File: config.mk
export PLATFORM = sky130hd
export DESIGN_NAME = packet_reorder_ack_tracker
export DESIGN_NICKNAME = d
export VERILOG_FILES = /design/src/hw/rtl/prat_pkg.sv /design/src/hw/rtl/packet_reorder_ack_tracker.sv
export SDC_FILE = /design/constraint.sdc
export NUM_CORES = 1
export LEC_CHECK = 0
export BUFFER_PORTS_ARGS = -buffer_cell sky130_fd_sc_hd__buf_2
export CORE_ASPECT_RATIO = 0.7
export CORE_MARGIN = 2
export CORE_UTILIZATION = 69
export CTS_BUF_LIST = sky130_fd_sc_hd__clkbuf_8
export DETAILED_ROUTE_END_ITERATION = 16
export GPL_ROUTABILITY_DRIVEN = 0
export MAX_ROUTING_LAYER = met4
export PLACE_DENSITY_LB_ADDON = 0.12
export SLEW_MARGIN = 20
export SYNTH_ARGS = -nofsm -noshare
export SYNTH_HDL_FRONTEND = slang
export SYNTH_SLANG_ARGS = --single-unit
File: constraint.sdc
create_clock -name clk -period 7.2 [get_ports clk]
set_clock_uncertainty 0.2 [all_clocks]
set_input_delay 0.72 -clock clk [delete_from_list [all_inputs] [get_ports clk]]
set_output_delay 0.72 -clock clk [all_outputs]
set_load 0.05 [all_outputs]
File: src/hw/rtl/prat_pkg.sv
// Package for the packet reorder / ack tracker.
// Holds window constants, action and kind codes, and the transfer structs.
// No dependencies.
`timescale 1ns / 1ps
`default_nettype none

package prat_pkg;

  localparam int WINDOW_SLOTS = 32;
  localparam int MAX_PAYLOAD  = 1024;
  localparam int SLOT_W       = 5;
  localparam int SEQ_W        = 31;
  localparam int LEN_W        = 11;

  localparam logic [1:0] KIND_DATA = 2'd0;
  localparam logic [1:0] KIND_DONE = 2'd1;

  typedef enum logic [2:0] {
    ACT_DELIVER_IN   = 3'd0,
    ACT_STORE        = 3'd1,
    ACT_DELIVER_SLOT = 3'd2,
    ACT_ACK          = 3'd3,
    ACT_DONE_ACK     = 3'd4
  } action_t;

  typedef struct packed {
    logic [1:0]       packet_kind;
    logic [SEQ_W-1:0] seq_number;
    logic [LEN_W-1:0] payload_length;
  } prat_in_t;

  typedef struct packed {
    action_t           action;
    logic [SLOT_W-1:0] slot_index;
    logic [LEN_W-1:0]  byte_count;
    logic [SEQ_W-1:0]  ack_number;
    logic              last;
  } prat_out_t;

endpackage

`default_nettype wire

File: src/hw/rtl/packet_reorder_ack_tracker.sv
// Receive-side reorder window and ack generator, one header per transfer.
// Depends on prat_pkg; slot lengths sit in a local memory with a registered read.
//
//   Port group | Dir | Carries
//   in_*       | in  | packet header (kind, sequence number, length)
//   out_*      | out | action, slot, byte count, ack number, last flag
//
// A done or dropped header goes from DECIDE back to idle, an early one is
// stored and then acked in ACK, and an in-order one is delivered, then loops
// through CHECK and DRAIN once per held slot drained (DRAIN uses the registered
// length read) before ACK; an ignored kind stays in idle. Output stalls hold the state.
// Reset clears the expected number, ring head, held bitmap and finished flag.
// Inputs are taken only in the idle state; a done packet stops the block.
`timescale 1ns / 1ps
`default_nettype none

module packet_reorder_ack_tracker (
  input  wire                 clk,
  input  wire                 rst_n,
  input  wire                 in_valid,
  output logic                in_stall,
  input  prat_pkg::prat_in_t  in_data,
  output logic                out_valid,
  input  wire                 out_stall,
  output prat_pkg::prat_out_t out_data
);

  import prat_pkg::*;

  typedef enum logic [2:0] {
    S_IDLE,
    S_DECIDE,
    S_CHECK,
    S_DRAIN,
    S_ACK
  } state_t;

  state_t                  state_r, state_nxt;
  logic [SEQ_W-1:0]        exp_r, exp_nxt;
  logic [SLOT_W-1:0]       head_r, head_nxt;
  logic [WINDOW_SLOTS-1:0] held_r, held_nxt;
  logic                    finished_r, finished_nxt;
  logic [1:0]              kind_r, kind_nxt;
  logic [SEQ_W-1:0]        gap_r, gap_nxt;
  logic [LEN_W-1:0]        len_r, len_nxt;
  logic [SLOT_W-1:0]       drained_r, drained_nxt;
  logic                    out_valid_r, out_valid_nxt;
  prat_out_t               out_data_r, out_data_nxt;

  logic [LEN_W-1:0]        slot_len_mem [WINDOW_SLOTS];
  logic [LEN_W-1:0]        rd_len_r;
  logic                    mem_we;
  logic [SLOT_W-1:0]       store_slot;
  logic [SLOT_W:0]         slot_sum;
  logic [SLOT_W-1:0]       head_inc;
  logic                    can_emit;
  logic                    emit;
  prat_out_t               emit_data;

  assign can_emit  = !out_valid_r || !out_stall;
  assign in_stall  = (state_r != S_IDLE);
  assign out_valid = out_valid_r;
  assign out_data  = out_data_r;

  assign slot_sum   = {1'b0, head_r} + {1'b0, gap_r[SLOT_W-1:0]};
  assign store_slot = (slot_sum >= (SLOT_W+1)'(WINDOW_SLOTS))
                      ? SLOT_W'(slot_sum - (SLOT_W+1)'(WINDOW_SLOTS))
                      : slot_sum[SLOT_W-1:0];
  assign head_inc   = (head_r == SLOT_W'(WINDOW_SLOTS - 1)) ? '0 : head_r + 1'b1;

  always_comb begin
    state_nxt    = state_r;
    exp_nxt      = exp_r;
    head_nxt     = head_r;
    held_nxt     = held_r;
    finished_nxt = finished_r;
    kind_nxt     = kind_r;
    gap_nxt      = gap_r;
    len_nxt      = len_r;
    drained_nxt  = drained_r;
    mem_we       = 1'b0;
    emit         = 1'b0;
    emit_data    = '{action: ACT_ACK, slot_index: '0, byte_count: '0,
                     ack_number: '0, last: 1'b0};

    unique case (state_r)
      S_IDLE: begin
        if (in_valid && !finished_r) begin
          kind_nxt = in_data.packet_kind;
          gap_nxt  = in_data.seq_number - exp_r;
          len_nxt  = (in_data.payload_length > LEN_W'(MAX_PAYLOAD))
                     ? LEN_W'(MAX_PAYLOAD) : in_data.payload_length;
          if (in_data.packet_kind == KIND_DATA || in_data.packet_kind == KIND_DONE) begin
            state_nxt = S_DECIDE;
          end
        end
      end
      S_DECIDE: begin
        if (can_emit) begin
          emit = 1'b1;
          priority if (kind_r == KIND_DONE) begin
            emit_data.action     = ACT_DONE_ACK;
            emit_data.ack_number = exp_r;
            emit_data.last       = 1'b1;
            finished_nxt         = 1'b1;
            state_nxt            = S_IDLE;
          end else if (gap_r == '0) begin
            emit_data.action     = ACT_DELIVER_IN;
            emit_data.byte_count = len_r;
            exp_nxt              = exp_r + 1'b1;
            head_nxt             = head_inc;
            drained_nxt          = '0;
            state_nxt            = S_CHECK;
          end else if (gap_r < SEQ_W'(WINDOW_SLOTS)) begin
            emit_data.action     = ACT_STORE;
            emit_data.slot_index = store_slot;
            emit_data.byte_count = len_r;
            held_nxt[store_slot] = 1'b1;
            mem_we               = 1'b1;
            state_nxt            = S_ACK;
          end else begin
            emit_data.ack_number = exp_r;
            emit_data.last       = 1'b1;
            state_nxt            = S_IDLE;
          end
        end
      end
      S_CHECK: begin
        if (held_r[head_r] && drained_r != SLOT_W'(WINDOW_SLOTS - 1)) begin
          state_nxt = S_DRAIN;
        end else begin
          state_nxt = S_ACK;
        end
      end
      S_DRAIN: begin
        if (can_emit) begin
          emit                 = 1'b1;
          emit_data.action     = ACT_DELIVER_SLOT;
          emit_data.slot_index = head_r;
          emit_data.byte_count = rd_len_r;
          held_nxt[head_r]     = 1'b0;
          head_nxt             = head_inc;
          exp_nxt              = exp_r + 1'b1;
          drained_nxt          = drained_r + 1'b1;
          state_nxt            = S_CHECK;
        end
      end
      S_ACK: begin
        if (can_emit) begin
          emit                 = 1'b1;
          emit_data.ack_number = exp_r;
          emit_data.last       = 1'b1;
          state_nxt            = S_IDLE;
        end
      end
      default: state_nxt = S_IDLE;
    endcase

    out_valid_nxt = emit ? 1'b1 : (out_valid_r && out_stall);
    out_data_nxt  = emit ? emit_data : out_data_r;
  end

  always_ff @(posedge clk) begin
    if (!rst_n) begin
      state_r     <= S_IDLE;
      exp_r       <= '0;
      head_r      <= '0;
      held_r      <= '0;
      finished_r  <= 1'b0;
      drained_r   <= '0;
      out_valid_r <= 1'b0;
    end else begin
      state_r     <= state_nxt;
      exp_r       <= exp_nxt;
      head_r      <= head_nxt;
      held_r      <= held_nxt;
      finished_r  <= finished_nxt;
      drained_r   <= drained_nxt;
      out_valid_r <= out_valid_nxt;
    end
    kind_r     <= kind_nxt;
    gap_r      <= gap_nxt;
    len_r      <= len_nxt;
    out_data_r <= out_data_nxt;
  end

  // length store; read port follows the ring head
  always_ff @(posedge clk) begin
    if (mem_we) begin
      slot_len_mem[store_slot] <= len_r;
    end
    rd_len_r <= slot_len_mem[head_r];
  end

  a_finished_sticks: assert property (@(posedge clk) disable iff (!rst_n)
    finished_r |=> finished_r)
    else $error("finished flag cleared without reset");

  a_drain_held: assert property (@(posedge clk) disable iff (!rst_n)
    (state_r == S_DRAIN) |-> held_r[head_r])
    else $error("draining a slot that is not held");

  a_drain_bound: assert property (@(posedge clk) disable iff (!rst_n)
    (state_r == S_DRAIN) |-> (drained_r != SLOT_W'(WINDOW_SLOTS - 1)))
    else $error("drain count beyond window");

  a_emit_free: assert property (@(posedge clk) disable iff (!rst_n)
    (out_valid_r && out_stall && state_r != S_IDLE) |=> $stable(out_data_r))
    else $error("pending result overwritten");

endmodule

`default_nettype wire
==> results of run 1 <==
worst min path at each step:
| stage | start | endpoint | slack [ns] | depth (start not counted) |
|---|---|---|---|---|
| after floorplan | drained_r[3] | drained_r[3] | 0.23 | 1 |
| after global placement | finished_r | finished_r | 0.24 | 1 |
| after detailed placement | drained_r[3] | drained_r[3] | 0.26 | 1 |
| after CTS | in_data[42] | kind_r[0] | 0.05 | 1 |
| after global routing | in_data[43] | kind_r[1] | 0.04 | 1 |
| final | in_data[42] | kind_r[0] | 0.08 | 1 |
layout by cell type, fill, tap and decap left out, types with 14 or more instances in the layout:
cell and count:
nand2_1 59, a21boi_0 19, nor2b_1 16, nand3_1 26
a22oi_1 49, and2_1 59, nand4_1 23, xnor2_1 39
inv_1 83, dfxtp_1 87, o21a_1 47, clkbuf_8 84
a21oi_1 39, edfxtp_1 447, ha_1 42, o21ai_0 36
buf_4 18, nor3_1 22, mux4_2 96, buf_2 100
nor2_1 62, nor2_2 14
power by group through the flow:
stage,clock (W),combinational [W],sequential (W)
finish,0.00224,0.000286,0.00343
global route,0.00238,0.000307,0.00343
CTS,0.00225,0.000264,0.00344
detailed placement,0,0.000263,0.00350
global placement,0,0.000252,0.00350
floorplan,0,0.000119,0.00355
sequential cells by signal, indices dropped and copies added, names as in the netlist:
signal / cells
state_r: 3
len_r: 11
rd_len_r: 11
gap_r: 31
exp_r: 31
kind_r: 2
slot_len_mem: 352
finished_r: 1
head_r: 5
held_r: 32
out_data: 51
out_valid: 1
drained_r: 5
cell type report:
class	count	area, sq um	share of cell area, %
Sequential cell	536	15200	60.8
Multi-Input combinational cell	803	6950	27.8
Timing Repair Buffer	124	727	2.90
Clock inverter	54	249	0.995
Antenna cell	5	12.5	0.0500
Clock buffer	84	1160	4.62
Tap cell	427	534	2.13
Inverter	49	184	0.735
per-stage QoR:
stage | hold WS, ns | instances | worst slack [ns] | total power (W)
floorplan | 0.228 | 1455 | 3.50 | 0.00367
global placement | 0.238 | 1933 | 3.24 | 0.00376
detailed placement | 0.262 | 1934 | 3.14 | 0.00377
CTS | 0.0515 | 2072 | 3.10 | 0.00595
global route | 0.0445 | 2082 | 2.88 | 0.00612
finish | 0.0766 | 2082 | 3.09 | 0.00595
Yosys cell counts (39+ instances only):
| library cell | number |
|---|---|
| nor2_1 | 77 |
| a22oi_1 | 49 |
| a21oi_1 | 39 |
| dfxtp_1 | 89 |
| mux4_2 | 96 |
| ha_1 | 42 |
| inv_1 | 49 |
| nand2_1 | 59 |
| xnor2_1 | 39 |
| o21a_1 | 47 |
| and2_1 | 59 |
| clkbuf_1 | 54 |
| edfxtp_1 | 447 |
worst max-delay path, cell delays in order (launching register included):
cell and delay, ns:
dfxtp_4 0.86, ha_1 0.35, a21o_1 0.17, a21oi_1 0.24
xor2_1 0.70, nand3_1 0.26, nor2_1 0.89
cell families after synthesis:
logic type / Yosys count / share of synthesized area (%)
compound gates: 260 / 8.10
xor+xnor: 52 / 2.02
fa+ha+maj: 44 / 2.51
buf+inv: 116 / 1.98
flops: 536 / 67.4
mux: 98 / 9.68
simple gates: 349 / 8.28
routing by layer:
metal  track usage, %  part of all wire [%]  vias up
met5                -                     0        -
met4             7.93                   1.7        0
met3             14.2                    14       92
met2             42.8                    42      828
met1             49.4                    42     6782
li1                 -                     -     5960
==> out/metrics.cfg, run 1 <==
[run_status]
outcome=completed

[power]
peakVddDrop_v=0.000235
powerDensity_mw_per_mm2=238
seqPwrFrac_pct=57.6
p_leak_nw=8.46
clockPowerShare_pct=37.6
switching_share_pct=22.8
power_frac_comb_pct=4.8
p_int_w=0.00460
p_sw_w=0.00135

[timing]
drv_slew=0
final_hold_viol_count=0
setup_tns_ns=0
rsz0062_at_grt=false
fin_crit_ns=4.11
min_period_over_period_pct=57.1
setup_viol=0
slew-limit-headroom_pct=25.1
fmax_mhz=243
tightest_slew_ns=1.12

[drt]
postRouteAntennaNets=0
wl_um=53500
wire_per_inst_um=25.7
dr_total_vias=13662
avgViaCountPerCell=6.56
dr.pass1.iters=6
drc=0
dr.first_iter.drc_count=1880

[cts]
cts_resized=0
path_clk_slew_ns=0.07
root_buffer=clkbuf_8
cts_buffers=76
cts_setup_buffers=0
cts_tree=done
cts.sinks=536
hold_buffers=0
clock_latency_ns=0.64
h-tree-depth=3
max-clock-path-buffers=3

[yosys]
seq_area_frac_synth_pct=67.4
synth_edf_count=447
synthTopCellsByArea=edfxtp_1 60%, mux4_2 9.6%, dfxtp_1 7.9%, ha_1 2.3%, and2_1 1.6%
syn_area_sq_mm=0.0225
yosysTopAreaCell=edfxtp_1
async_reset_ff_share_pct=0
synthesis.instances=1455
yosysUniqueCellTypes=63
yosys.area.top_type_share_pct=59.5
avgSynthCellArea_sq_um=15.5
synth-seq-cells=536
ys.flop_type=edfxtp_1
yosysWarnings=0
synth_nets=1547

[floorplan]
rows=55
pin_count=101
start_util_pct=69.9
die_w_um=220
fp.coreArea_sq_mm=0.0323
die_h_um=155
design.die.area_sq_mm=0.0342

[critical_path]
worstPathRequired_ns=7.22
crit_type=reg2reg
reg2reg_from=head_r[1]
endpoint_kind=flip-flop
startpoint=head_r[1]
ff2ff_setup_slack_ns=3.09
startpoint_type=flip-flop
reg2reg_to=slot_len_mem[3][3]
reg2regPathDepth=6
cp-endpoint=slot_len_mem[3][3]
cp_max_fo=56
cp.arrival_ns=4.14

[placed_design]
placed_cell_area_sq_mm=0.0235
port_buffers=100
dp_hpwl_um=34500

[finish]
nFillCells=1837
nets=1682
final_area_sq_mm=0.0250
areaGrowthSynthToFinish_pct=11.0
fin_util_pct=77.5
drive_above_1_share_pct=21.3

[grt]
grt_usage_pct=33.3
antenna_found_initial=5
grt_pass1_wl_um=79700
grt_pass1_vias=13219
grt_max_degree=80
grt.overflow.total=0

[flow_run]
cap_violations=0

[min_path]
hold_path_class=in2reg

(Power assumes the default switching activity.)
==> run 2: changes to the inputs <==
--- a/config.mk
+++ b/config.mk
@@ -8,7 +8,7 @@
 export BUFFER_PORTS_ARGS = -buffer_cell sky130_fd_sc_hd__buf_2
 export CORE_ASPECT_RATIO = 0.7
 export CORE_MARGIN = 2
-export CORE_UTILIZATION = 69
+export CORE_UTILIZATION = 64
 export CTS_BUF_LIST = sky130_fd_sc_hd__clkbuf_8
 export DETAILED_ROUTE_END_ITERATION = 16
 export GPL_ROUTABILITY_DRIVEN = 0
==> constraint.sdc (replaced) <==
create_clock -name clk -period 4.3 [get_ports clk]
set_clock_uncertainty 0.2 [all_clocks]
set_input_delay 0.43 -clock clk [delete_from_list [all_inputs] [get_ports clk]]
set_output_delay 0.43 -clock clk [all_outputs]
set_load 0.05 [all_outputs]
==> out/metrics.cfg, run 2 (synthesis results as in run 1) <==
[grt]
grt_pass1_vias=13144
grt_usage_pct=30.4
grt_pass1_wl_um=79700
grt.overflow.total=0
grt_max_degree=54
antenna_found_initial=2

[power]
p_leak_nw=8.79
report.power.total_w=0.00995
peakVddDrop_v=0.000332
powerDensity_mw_per_mm2=389

[critical_path]
cp_max_fo=8
startpoint=exp_r[2]
worstPathRequired_ns=4.47
reg2reg_from=exp_r[2]
crit_chain=inv_1 > ha_1 > o21a_1 > o31a_1 > o31a_1 > a311o_1 > a32oi_2 > a31oi_1 > a311o_1 > xor2_1
endpoint_kind=flip-flop
startpoint_type=flip-flop
worst-path-buf-inv=1
cp.arrival_ns=3.74
crit_type=reg2reg
crit_slowest_cell=a311o_1
cp_slowest_stage_delay_ns=0.50
cp_top_family=compound AO/OA/AOI/OAI gates

[finish]
nets=1742
final_common_cell=edfxtp_1
nFillCells=2172
fin_util_pct=73.6
largest_reg_flops=352
areaGrowthSynthToFinish_pct=13.3
regMostFlops=slot_len_mem
drive_above_1_share_pct=21.8
final_cell_mix=447 x edfxtp_1, 100 x buf_2, 96 x mux4_2, 87 x inv_1, 87 x dfxtp_1

[drt]
avgViaCountPerCell=6.23
postRouteAntennaNets=0
wl_um=53000
wire_per_inst_um=24.2
dr.pass1.iters=5
dr.first_iter.drc_count=1570
dr_total_vias=13627
drc=0

[timing]
fmax_mhz=280
setup_tns_ns=0
slew-limit-headroom_pct=34.2
final_hold_viol_count=0
tightest_slew_ns=0.987
drv_slew=0
setup_viol=0
rsz0062_at_grt=false
min_period_over_period_pct=83.0
fin_hold_ws_ns=0.110
fin_crit_ns=3.57

[floorplan]
die_h_um=161
pin_count=101
design.die.area_sq_mm=0.0368
start_util_pct=64.9
die_w_um=228
fp.coreArea_sq_mm=0.0347
rows=57

[cts]
cts.sinks=536
clock_latency_ns=0.64
cts_setup_buffers=0
h-tree-depth=3
path_clk_slew_ns=0.06
cts_buffers=78
root_buffer=clkbuf_8
cts_tree=done
max-clock-path-buffers=3

[run_status]
outcome=completed

[min_path]
hp-start=in_data[40]
hold_path_class=in2reg

[placed_design]
dp_hpwl_um=34900
port_buffers=100

[flow_run]
cap_violations=0

run 2: per-layer routing:
| metal | wire length (um) | GRT usage (%) | part of all wire [%] |
|---|---|---|---|
| met1 | 23600 | 45.9 | 44 |
| met2 | 22200 | 39.4 | 42 |
| met3 | 6040 | 10.3 | 11 |
| met4 | 1160 | 9.06 | 2.2 |
| met5 | 0 | - | 0 |
run 2: worst paths after layout:
check	end	slack [ns]	cells after the start
worst max register to register	gap_r[29]	0.73	10
worst min register to register	drained_r[3]	0.28	1
worst min-delay path	gap_r[29]	0.11	3
worst max-delay path	gap_r[29]	0.73	10
run 2: final cells by class:
type	count	area [sq um]	share of cell area, %
Clock buffer	83	1140	4.47
Timing Repair Buffer	182	1230	4.82
Multi-Input combinational cell	803	6920	27.1
Clock inverter	59	270	1.06
Antenna cell	2	5.00	0.0196
Tap cell	472	591	2.31
Inverter	49	184	0.720
Sequential cell	536	15200	59.5
run 2: repair_timing:
action / in CTS / in global routing
hold endpoints to repair: 14 / 0
hold buffers: 24 / 0
resized for setup: 0 / 0
run 2: worst register-to-register path, cell delays in order, from the launching register on:
cell	delay, ns
dfxtp_1	0.49
inv_1	0.12
ha_1	0.35
o21a_1	0.21
o31a_1	0.13
o31a_1	0.31
a311o_1	0.50
a32oi_2	0.25
a31oi_1	0.21
a311o_1	0.40
xor2_1	0.15
run 2: report_power, final:
part | internal, W | switching, W
sequential | 0.00571 | 0.0000315
clock | 0.00185 | 0.00188
combinational | 0.000150 | 0.000336
run 2: per-stage QoR:
stage	setup slack, ns	instances	instance area, sq um
3_3_place_gp	0.794	2013	23800
4_1_cts	0.771	2180	25500
5_1_grt	0.502	2186	25600
3_5_place_dp	0.786	2014	23800
2_1_floorplan	0.642	1455	22500
6_report	0.731	2186	25600
==> run 3: changes to the inputs <==
==> constraint.sdc (replaced) <==
create_clock -name clk -period 3.5 [get_ports clk]
set_clock_uncertainty 0.2 [all_clocks]
set_input_delay 0.35 -clock clk [delete_from_list [all_inputs] [get_ports clk]]
set_output_delay 0.35 -clock clk [all_outputs]
set_load 0.05 [all_outputs]
==> out/metrics.cfg, run 3 (synthesis results as in run 1) <==
[cts]
cts_buffers=79
h-tree-depth=3
clock_latency_ns=0.66
max-clock-path-buffers=3
cts.sinks=536
root_buffer=clkbuf_8
cts_tree=done
path_clk_slew_ns=0.06
cts_setup_buffers=0

[floorplan]
rows=57
die_w_um=228
start_util_pct=64.9
fp.coreArea_sq_mm=0.0347
pin_count=101
die_h_um=161
design.die.area_sq_mm=0.0368

[timing]
min_period_over_period_pct=96.2
fmax_mhz=297
drv_slew=0
slew-limit-headroom_pct=27.5
tightest_slew_ns=1.09
fin_crit_ns=3.37
rsz0062_at_grt=false
setup_tns_ns=0
setup_viol=0
final_hold_viol_count=0

[grt]
antenna_found_initial=2
grt.overflow.total=0
grt_pass1_wl_um=81000
grt_max_degree=80
grt_pass1_vias=13395
grt_usage_pct=30.8

[min_path]
hold_path_class=in2reg

[critical_path]
cp_max_fo=6
endpoint_kind=flip-flop
crit_slowest_cell=a311o_1
crit_chain=inv_1 > ha_1 > nor2b_1 > o31a_1 > o31a_1 > a311o_1 > a32oi_2 > a31oi_1 > a311o_1 > xor2_1
crit_type=reg2reg
cp_slowest_stage_delay_ns=0.46
cp.arrival_ns=3.55
worstPathRequired_ns=3.68
startpoint_type=flip-flop

[power]
p_leak_nw=8.97
peakVddDrop_v=0.000387
report.power.total_w=0.0127
powerDensity_mw_per_mm2=491

[finish]
drive_above_1_share_pct=23.5
final_common_cell=edfxtp_1
areaGrowthSynthToFinish_pct=15.1
regMostFlops=slot_len_mem
nFillCells=2121
largest_reg_flops=352
final_cell_mix=447 x edfxtp_1, 100 x buf_2, 96 x mux4_2, 88 x clkbuf_8, 86 x dfxtp_1
nets=1764

[drt]
dr.first_iter.drc_count=1841
drc=0
dr.pass1.iters=5
postRouteAntennaNets=0
wl_um=54200
avgViaCountPerCell=6.24
wire_per_inst_um=24.6
dr_total_vias=13778

[placed_design]
port_buffers=100
dp_hpwl_um=35000

[flow_run]
cap_violations=0

[run_status]
outcome=completed

-- run 3: report_power, final --
part           switching (W)  internal [W]
sequential         0.0000629       0.00702
combinational       0.000395      0.000194
clock                0.00238       0.00269
-- run 3: final cells by class --
class                   count  area, sq um  share of cell area, %
diodes                      2         5.00                 0.0193
clock buffers              88         1210                   4.67
clock inverters            54          370                   1.43
inverters                  49          184                  0.709
multi-input cells         803         6930                   26.7
flip-flops and latches    536        15200                   58.6
well taps                 472          591                   2.28
repair buffers            203         1440                   5.56
-- run 3: critical path: cells and delay by family (launching register included) --
family          cells  cell delay [ns]
compound gates      6             1.85
xor+xnor            1             0.16
fa+ha+maj           1             0.28
buf+inv             1             0.07
flops               1             0.40
simple gates        1             0.15
-- run 3: repair_timing --
action | in CTS | in global routing
hold buffers | 26 | 0
setup endpoints to repair | 0 | 2
gates resized for setup | 0 | 3
hold endpoints to repair | 18 | 0
-- run 3: worst paths after layout --
check	start	to	slack [ns]	cells past startpoint
worst max-delay path	exp_r[1]	gap_r[29]	0.13	10
worst min-delay path	in_data[18]	gap_r[7]	0.05	3
worst max register to register	exp_r[1]	gap_r[29]	0.13	10
worst min register to register	finished_r	finished_r	0.26	1
-- run 3: per-layer routing --
layer / share of wire (%) / track usage [%] / wire length (um) / vias up
met2: 43 / 41.6 / 23500 / 684
met5: 0 / - / 0 / -
met4: 1.6 / 7.61 / 888 / 0
met1: 44 / 46.5 / 23800 / 6898
met3: 11 / 9.09 / 6070 / 71
li1: - / - / - / 6125
-- run 3: through the flow --
| step | area (sq um) | hold slack (ns) | cells | util [%] | setup WS (ns) |
|---|---|---|---|---|---|
| after floorplan | 22600 | 0.228 | 1455 | - | 0.285 |
| after global placement | 23900 | 0.240 | 2028 | 68.9 | 0.256 |
| after detailed placement | 24000 | 0.252 | 2029 | 69.0 | 0.147 |
| after CTS | 25800 | 0.00950 | 2197 | 74.3 | 0.0903 |
| after global routing | 25900 | 0.0336 | 2207 | 74.7 | 0.00189 |
| final | 25900 | 0.0466 | 2207 | 74.7 | 0.132 |
